File: config.mk
export PLATFORM = sky130hd
export DESIGN_NAME = touch_frame_parser
export DESIGN_NICKNAME = d
export VERILOG_FILES = /design/src/tfp_pkg.sv /design/src/touch_frame_parser.sv
export SDC_FILE = /design/constraint.sdc
export NUM_CORES = 1
export LEC_CHECK = 0
export ABC_CLOCK_PERIOD_IN_PS = 4370
export BUFFER_PORTS_ARGS = -buffer_cell sky130_fd_sc_hd__buf_2
export CORE_AREA = 2 2 117 119
export DETAILED_ROUTE_END_ITERATION = 8
export DIE_AREA = 0 0 119 121
export SYNTH_ARGS = -nofsm -noshare
export SYNTH_HDL_FRONTEND = slang
export SYNTH_SLANG_ARGS = --single-unit
File: constraint.sdc
create_clock -name clk -period 4.37 [get_ports clk]
set_input_delay 0.874 -clock clk [delete_from_list [all_inputs] [get_ports clk]]
set_output_delay 0.874 -clock clk [all_outputs]
set_load 0.05 [all_outputs]
File: src/tfp_pkg.sv
// Package with the constants and types of the touch frame parser.
`default_nettype none
package tfp_pkg;

	localparam int unsigned ByteW   = 8;
	localparam int unsigned CoordW  = 16;
	localparam int unsigned PosW    = CoordW + 1;
	localparam int unsigned PayLen  = 3;
	localparam int unsigned CountW  = 2;

	// Header bytes that open a frame.
	localparam logic [ByteW-1:0] HDR_PRESS   = 8'h81;
	localparam logic [ByteW-1:0] HDR_RELEASE = 8'h80;

	typedef logic [ByteW-1:0]  byte_t;
	typedef logic [CoordW-1:0] coord_t;
	typedef logic [CountW-1:0] count_t;

endpackage
`default_nettype wire

File: src/touch_frame_parser.sv
// Touch frame parser: turns the serial byte stream of a touch controller into events.
`default_nettype none
// Each accepted byte is registered in an input stage and is parsed in the following
// cycle; an event leaves through an output register, so the block takes one byte in
// every clock cycle as long as events are taken, and an event enters the output
// register as the byte closing its frame leaves the input stage. A stalled event
// holds the byte behind it in the input stage. A byte 0x81 (press) or 0x80 (release)
// opens a frame at any time and drops any partial one; the next four bytes are Y high,
// Y low, X high and X low. The fourth byte yields one event with the kind and both
// coordinates minus the calibration offset as 17-bit two's complement values. Bytes
// outside a frame are dropped. The offset is written through cfg_we and cfg_data; the
// user must write it only while the block is idle, which the block does not enforce.
module touch_frame_parser
	import tfp_pkg::*;
(
	input  wire logic                   clk,
	input  wire logic                   arst_n,
	input  wire logic                   cfg_we,
	input  wire logic [CoordW-1:0]      cfg_data,
	input  wire logic                   in_valid,
	output logic                        in_ready,
	input  wire logic [ByteW-1:0]       rx_byte,
	output logic                        out_valid,
	input  wire logic                   out_ready,
	output logic                        is_press,
	output logic signed [PosW-1:0]      x_pos,
	output logic signed [PosW-1:0]      y_pos
);

	coord_t offset_q;
	logic   valid_s1;
	byte_t  byte_s1;
	logic   in_frame_q;
	count_t count_q;
	logic   press_q;
	byte_t  payload_q [PayLen];
	logic   advance;
	logic   is_hdr;
	logic   emit;
	logic   store;
	coord_t x_raw;
	coord_t y_raw;

	// Calibration offset register.
	always_ff @(posedge clk or negedge arst_n) begin
		if (!arst_n) begin
			offset_q <= '0;
		end else if (cfg_we) begin
			offset_q <= cfg_data;
		end
	end

	// The input stage moves on whenever the output register is free or being taken.
	assign advance  = valid_s1 && (!out_valid || out_ready);
	assign in_ready = !valid_s1 || advance;

	// Input register.
	always_ff @(posedge clk or negedge arst_n) begin
		if (!arst_n) begin
			valid_s1 <= 1'b0;
		end else if (in_ready) begin
			valid_s1 <= in_valid;
		end
	end

	always_ff @(posedge clk) begin
		if (in_valid && in_ready) begin
			byte_s1 <= rx_byte;
		end
	end

	// Decode of the registered byte against the frame state.
	assign is_hdr = (byte_s1 == HDR_PRESS) || (byte_s1 == HDR_RELEASE);
	assign store  = advance && !is_hdr && in_frame_q && (count_q != count_t'(PayLen));
	assign emit   = advance && !is_hdr && in_frame_q && (count_q == count_t'(PayLen));

	// Frame state.
	always_ff @(posedge clk or negedge arst_n) begin
		if (!arst_n) begin
			in_frame_q <= 1'b0;
			count_q    <= '0;
			press_q    <= 1'b0;
		end else if (advance) begin
			if (is_hdr) begin
				in_frame_q <= 1'b1;
				count_q    <= '0;
				press_q    <= (byte_s1 == HDR_PRESS);
			end else if (store) begin
				count_q <= count_q + count_t'(1);
			end else if (emit) begin
				in_frame_q <= 1'b0;
				count_q    <= '0;
			end
		end
	end

	// Payload bytes of the open frame.
	always_ff @(posedge clk) begin
		if (store) begin
			payload_q[count_q] <= byte_s1;
		end
	end

	assign y_raw = {payload_q[0], payload_q[1]};
	assign x_raw = {payload_q[2], byte_s1};

	// Output register holding the finished event.
	always_ff @(posedge clk or negedge arst_n) begin
		if (!arst_n) begin
			out_valid <= 1'b0;
		end else if (!out_valid || out_ready) begin
			out_valid <= emit;
		end
	end

	always_ff @(posedge clk) begin
		if (emit) begin
			is_press <= press_q;
			x_pos    <= signed'({1'b0, x_raw} - {1'b0, offset_q});
			y_pos    <= signed'({1'b0, y_raw} - {1'b0, offset_q});
		end
	end

endmodule
`default_nettype wire

==> flow_summary.toml, run 1 <==
[run_status]
status = "finished clean"

[clocking]
root_buffer = "clkbuf_16"
cts_tree = "done"
h-tree-depth = 3
clock_path_buffers = 2
cts_resized = 0
cts_hold_buffers = 0
numCtsBuffers = 9
cts_num_sinks = 89
clk_pin_slew_ns = 0.06
clkLatencyLatePin_ns = 0.34
cts_setup_buffers = 0

[yosys]
synth_warnings = 0
synth_edf_count = 67
synth_fa_ha_area_frac = 0.109
syn_nets = 453
synth-async-reset-ratio = 0.247
yosysSeqAreaShare = 0.567
syn_avg_cell_area_um2 = 11.7
synth-xor-area-share = 0.0407
yosys_most_used_dff = "edfxtp_1"
synthMuxAreaShare = 0.0122
synth_top_family_by_area = "compound AO/OA/AOI/OAI gates"
synth_cells = 386
synth_seq_cells = 89
syn-cell-area_um2 = 4520
yosys.area_share.simple = 0.109
synth_compound_area_frac = 0.127
ys_types = 50

[timing]
whs_ns = 0.455
post-route-period-util = 0.559
grt_setup_unrepaired = "false"
finClkSkew_ns = 0.00659
hold_viol_final = 0
setup_viol = 0
fmax_ghz = 0.409
period_minus_slack_ns = 2.44
relSlewSlack = 0.509
final.setup.tns_ns = 0
slew_violations = 0
tightestPinTransition_ns = 0.736

[global_route]
grt_first_pass_wirelength_um = 15400
grt_pass1_vias = 3083
grt_max_degree = 32
grt_overflow_total = 0
antenna_found_initial = 0
grt.total_usage = 0.140

[critical_path]
criticalPathCategory = "input pin to flop"
required_ns = 4.38
crit_path_start_kind = "input pin"
crit_fanout = 19
worstPathArrival_ns = 2.46
reg2regPathDepth = 8
reg2reg_from = "offset_q[0]"
end_kind = "flop"
rrSetupSlack_ns = 1.97
crit-reg2reg-capture = "y_pos[16]"

[placed_design]
dp_hpwl_um = 6910
place_congestion = 0.849
io_buffers = 65
place_inst = 623

[drt]
wirelength_um = 9370
routedWlPerCell_um = 14.7
drc = 0
vias = 3070
drt_iter0_drc = 162
avgViaCountPerCell = 4.80
ant_nets = 0
firstDrtPassIters = 4

[worst_hold_path]
worst_hold_path.endpoint = "is_press"
holdPathStages = 0
min_path_type = "flop to flop"
hold_path.startpoint = "press_q"

[final_layout]
drive_gt1_frac = 0.197
syn_to_final_growth_pct = 18.9
final_nets = 525
diodes = 0
fin_cells = 639

[die]
dieWidth_um = 119
dieArea_um2 = 14400
dieHeight_um = 121
rows = 42
io_pins = 66
start_util = 0.345
core_area_um2 = 13100

[job]
drv_cap = 0

[power_and_ir_drop]
p_leak_uw = 0.00226
power_density_nw_per_um2 = 420
finalPower_uw = 2260
ir_drop_mv = 0.231
==> routing by layer <==
metal | share of wire | GRT usage
met2 | 0.48 | 0.237
met3 | 0.066 | 0.0461
met1 | 0.44 | 0.175
met5 | 0 | 0
met4 | 0.0088 | 0.0313
==> worst max-delay path: stages <==
cell	delay (ns)
buf_2	0.08
nand2b_1	0.10
and2_1	0.18
and3_1	0.18
nand2_1	0.08
inv_1	0.54
buf_4	0.41
==> metrics by stage <==
step	worst slack [ns]	cell area (um^2)	utilization
final	1.93	5370	0.410
after global routing	1.74	5370	0.410
after CTS	1.89	5370	0.410
after detailed placement	1.54	5050	0.386
after global placement	1.62	5050	0.386
after floorplan	1.93	4520	-
==> power by group <==
part           switching, uW  leakage, uW  internal (uW)  total, uW
logic                    248      0.00122            176        425
registers               36.2     0.000881            988       1020
clock network            303     0.000159            505        808
total                    588      0.00226           1670       2260
==> worst max-delay path by stage <==
stage | startpoint | end | cells past startpoint
2_1_floorplan | out_ready | is_press | 5
3_3_place_gp | out_ready | x_pos[0] | 7
3_5_place_dp | out_ready | y_pos[2] | 7
4_1_cts | out_ready | y_pos[7] | 7
5_1_grt | out_ready | y_pos[8] | 7
6_report | out_ready | y_pos[7] | 7
==> flip-flops by register name, summed over array words and instances, names as in the netlist <==
signal,flops
press_q,1
in_frame_q,1
x_pos,17
offset_q,16
out_valid,1
byte_s1,8
valid_s1,1
count_q,2
y_pos,17
is_press,1
payload_q,24
==> cell usage in the layout (no fill, tap or decap), types with 3 or more instances in the layout <==
cell,instances
nand3_1,7
a21o_1,8
nor2_1,15
o21ai_0,32
xnor2_1,15
and2_1,7
nand4_1,3
a21oi_1,23
nor3_1,4
xor2_1,6
a31oi_1,3
a21oi_2,3
nor2b_1,6
clkbuf_8,4
inv_1,37
ha_1,36
edfxtp_1,67
nand2b_1,9
dfrtp_1,22
mux2_2,4
buf_2,65
clkbuf_16,9
nand2_1,38
==> Yosys cell counts (all sizes together) (2+ instances only) <==
cell / count / share of area
and2: 7 / 0.0097
nand3b: 2 / 0.0033
edfxtp: 67 / 0.45
fa: 2 / 0.0089
a211oi: 3 / 0.0061
xnor2: 15 / 0.029
a21oi: 26 / 0.031
ha: 36 / 0.10
nor2b: 6 / 0.0083
nand2: 38 / 0.032
mux2: 4 / 0.010
dfrtp: 22 / 0.12
o21a: 2 / 0.0033
xor2: 6 / 0.012
a21o: 8 / 0.013
a211o: 2 / 0.0039
nor2: 15 / 0.012
o21ai: 34 / 0.038
nand3: 7 / 0.0078
nand4: 3 / 0.0042
o311ai: 3 / 0.0058
a31oi: 3 / 0.0042
clkbuf: 4 / 0.0033
nor3: 4 / 0.0044
nand2b: 9 / 0.012
and3: 2 / 0.0028
inv: 37 / 0.031
==> final cells by class <==
type / count / area (um^2)
clock buffer: 14 / 284
inverter: 37 / 139
multi-input combinational: 255 / 1800
tap: 176 / 220
fill: 1277 / 7710
timing repair buffer: 66 / 333
clock inverter: 2 / 35.0
sequential: 89 / 2560
==> kinds of logic (layout without fill, tap and decap cells) <==
group / count (synthesis) / after routing
AO/OA/AOI/OAI: 91 / 91
XOR/XNOR: 21 / 21
adder cells (fa/ha/maj): 38 / 38
buffers and inverters: 42 / 119
flip-flops: 89 / 89
multiplexers: 5 / 5
AND/OR/NAND/NOR: 100 / 100
(Power assumes the default switching activity.)
==> inputs of run 2 (changes only) <==
Settings changed: ABC_CLOCK_PERIOD_IN_PS 4370 to 2520.
Clock period 4.37 ns to 2.52 ns, I/O delays scaled along.
==> run 2 against run 1 <==
Against the previous run: critical path depth is 2 higher; non-clock buffer count rose by 3; die area stayed put; flip-flop and latch count did not move; setup slack got worse by 1.8 ns; combinational power increased by 79%; clock power is 57% higher; wire length increased by 1.4%; total power up 68%; sequential power up 74%; largest power group unchanged; highest routed layer unchanged.
==> flow_summary.toml, run 2 (same netlist as run 1, synthesis figures left out) <==
[critical_path]
cp_slowest_stage_delay_ns = 0.53
criticalPathCategory = "flop to flop"
crit_path_start_kind = "flop"
end_kind = "flop"
crit_path_cell_trace = "inv_1, ha_1, fa_1, nor2b_1, o21ai_1, a21oi_1, a21oi_2, and4b_1, a311oi_1"
crit_fanout = 5
worstPathArrival_ns = 2.53
slowest_stage = "edfxtp_1"
required_ns = 2.69

[drt]
maxUsedRoutingLayer = "met4"
drt_iter0_drc = 267
routedWlPerCell_um = 14.8
m1WireLength_um = 4260
wl_met3_um = 599
drc = 0
avgViaCountPerCell = 4.83
ant_nets = 0
vias = 3103
met2_length_um = 4500
firstDrtPassIters = 4
wirelength_um = 9500

[timing]
post-route-period-util = 0.935
period_minus_slack_ns = 2.36
finClkSkew_ns = 0.0122
layout_setup_ws_ns = 0.165
fmax_ghz = 0.425
hold_viol_final = 0
relSlewSlack = 0.631
final.setup.tns_ns = 0
tightestPinTransition_ns = 0.554
slew_violations = 0
setup_viol = 0
grt_setup_unrepaired = "false"

[final_layout]
final_common_cell = "edfxtp_1"
top_regs = "payload_q: 24 flops, x_pos: 17 flops, y_pos: 17 flops"
multi_input_area_um2 = 1800
top_register = "payload_q"
drive_gt1_frac = 0.204
fill_cells = 1253
final_nets = 528
largest_reg_flops = 24
seqCellArea_um2 = 2560
final_cell_mix = "edfxtp_1 (67), buf_2 (65), nand2_1 (38)"
diodes = 0
syn_to_final_growth_pct = 18.4

[clocking]
clock_path_buffers = 2
cts_num_sinks = 89
clk_pin_slew_ns = 0.07
clkLatencyLatePin_ns = 0.35
h-tree-depth = 3
numCtsBuffers = 9
cts_tree = "done"
cts_setup_buffers = 0
root_buffer = "clkbuf_16"

[placed_design]
io_buffers = 65
dp_slack_ns = 0.129
dp_hpwl_um = 7170
place_congestion = 0.810

[die]
dieArea_um2 = 14400
start_util = 0.345
io_pins = 66
core_area_um2 = 13100
dieWidth_um = 119
dieHeight_um = 121
rows = 42

[global_route]
grt_first_pass_wirelength_um = 15300
grt.total_usage = 0.139
grt_max_degree = 32
grt_pass1_vias = 3084
antenna_found_initial = 0
grt_overflow_total = 0

[worst_hold_path]
min_path_type = "input pin to asynchronous set/reset pin"

[power_and_ir_drop]
power_density_nw_per_um2 = 710
p_leak_uw = 0.00225
ir_drop_mv = 0.444

[run_status]
status = "finished clean"

[job]
drv_cap = 0
==> run 2: cell count changes in the layout (fill, tap and decap cells not counted), sizes merged <==
cell      previous run  this run
clkbuf              14         9
buf                 66        69
inv                 37        40
clkinvlp             0         2
bufinv               1         0
clkinv               1         2
==> run 2: layout make-up <==
cell class,instances,area share
inverters,37,0.0260
well taps,176,0.0412
clock buffers,9,0.0421
repair buffers,69,0.0664
multi-input cells,255,0.336
flip-flops and latches,89,0.479
clock inverters,7,0.00959
==> run 2: report_power, final <==
part	switching, uW	internal, uW	leakage, uW	total, uW
clock	592	675	0.000133	1270
sequential	56.3	1710	0.000881	1770
combinational	447	314	0.00123	761
==> run 2: path summary, 6_finish.rpt <==
kind / start / end / slack, ns / cells after the start
worst min-delay path: arst_n / press_q / 0.14 / 1
worst min register to register: press_q / is_press / 0.45 / 0
worst max register to register: byte_s1[0] / x_pos[14] / 0.16 / 9
worst max-delay path: byte_s1[0] / x_pos[14] / 0.16 / 9
min in group clk: rx_byte[3] / byte_s1[3] / 0.33 / 1
max in group asynchronous: arst_n / offset_q[11] / 2.00 / 1
==> run 2: critical path, delay by kind of cell (launching register included) <==
family	cells	cell delay [ns]
compound gates	4	0.62
fa+ha+maj	2	0.62
buf+inv	1	0.08
flops	1	0.53
simple gates	2	0.32
==> run 2: layer usage <==
metal | global-route usage | vias up
met5 | 0 | -
li1 | - | 1531
met4 | 0.0513 | 0
met3 | 0.0442 | 16
met1 | 0.179 | 1478
met2 | 0.221 | 78
==> run 2: timing repair <==
action | CTS | global route
hold buffers | 0 | 0
resized for setup | 0 | 1
endpoints found under the setup margin | 0 | 6
endpoints found under the hold margin | 0 | 0
==> run 2: metrics by stage <==
stage	area (um^2)	power, uW	std cells	utilization	hold slack, ns
floorplan	4520	2360	386	-	0.208
global placement	5070	2540	626	0.388	0.442
detailed placement	5070	2560	626	0.388	0.428
CTS	5350	3840	642	0.409	0.151
global route	5350	4000	642	0.409	0.171
finish	5350	3800	642	0.409	0.137
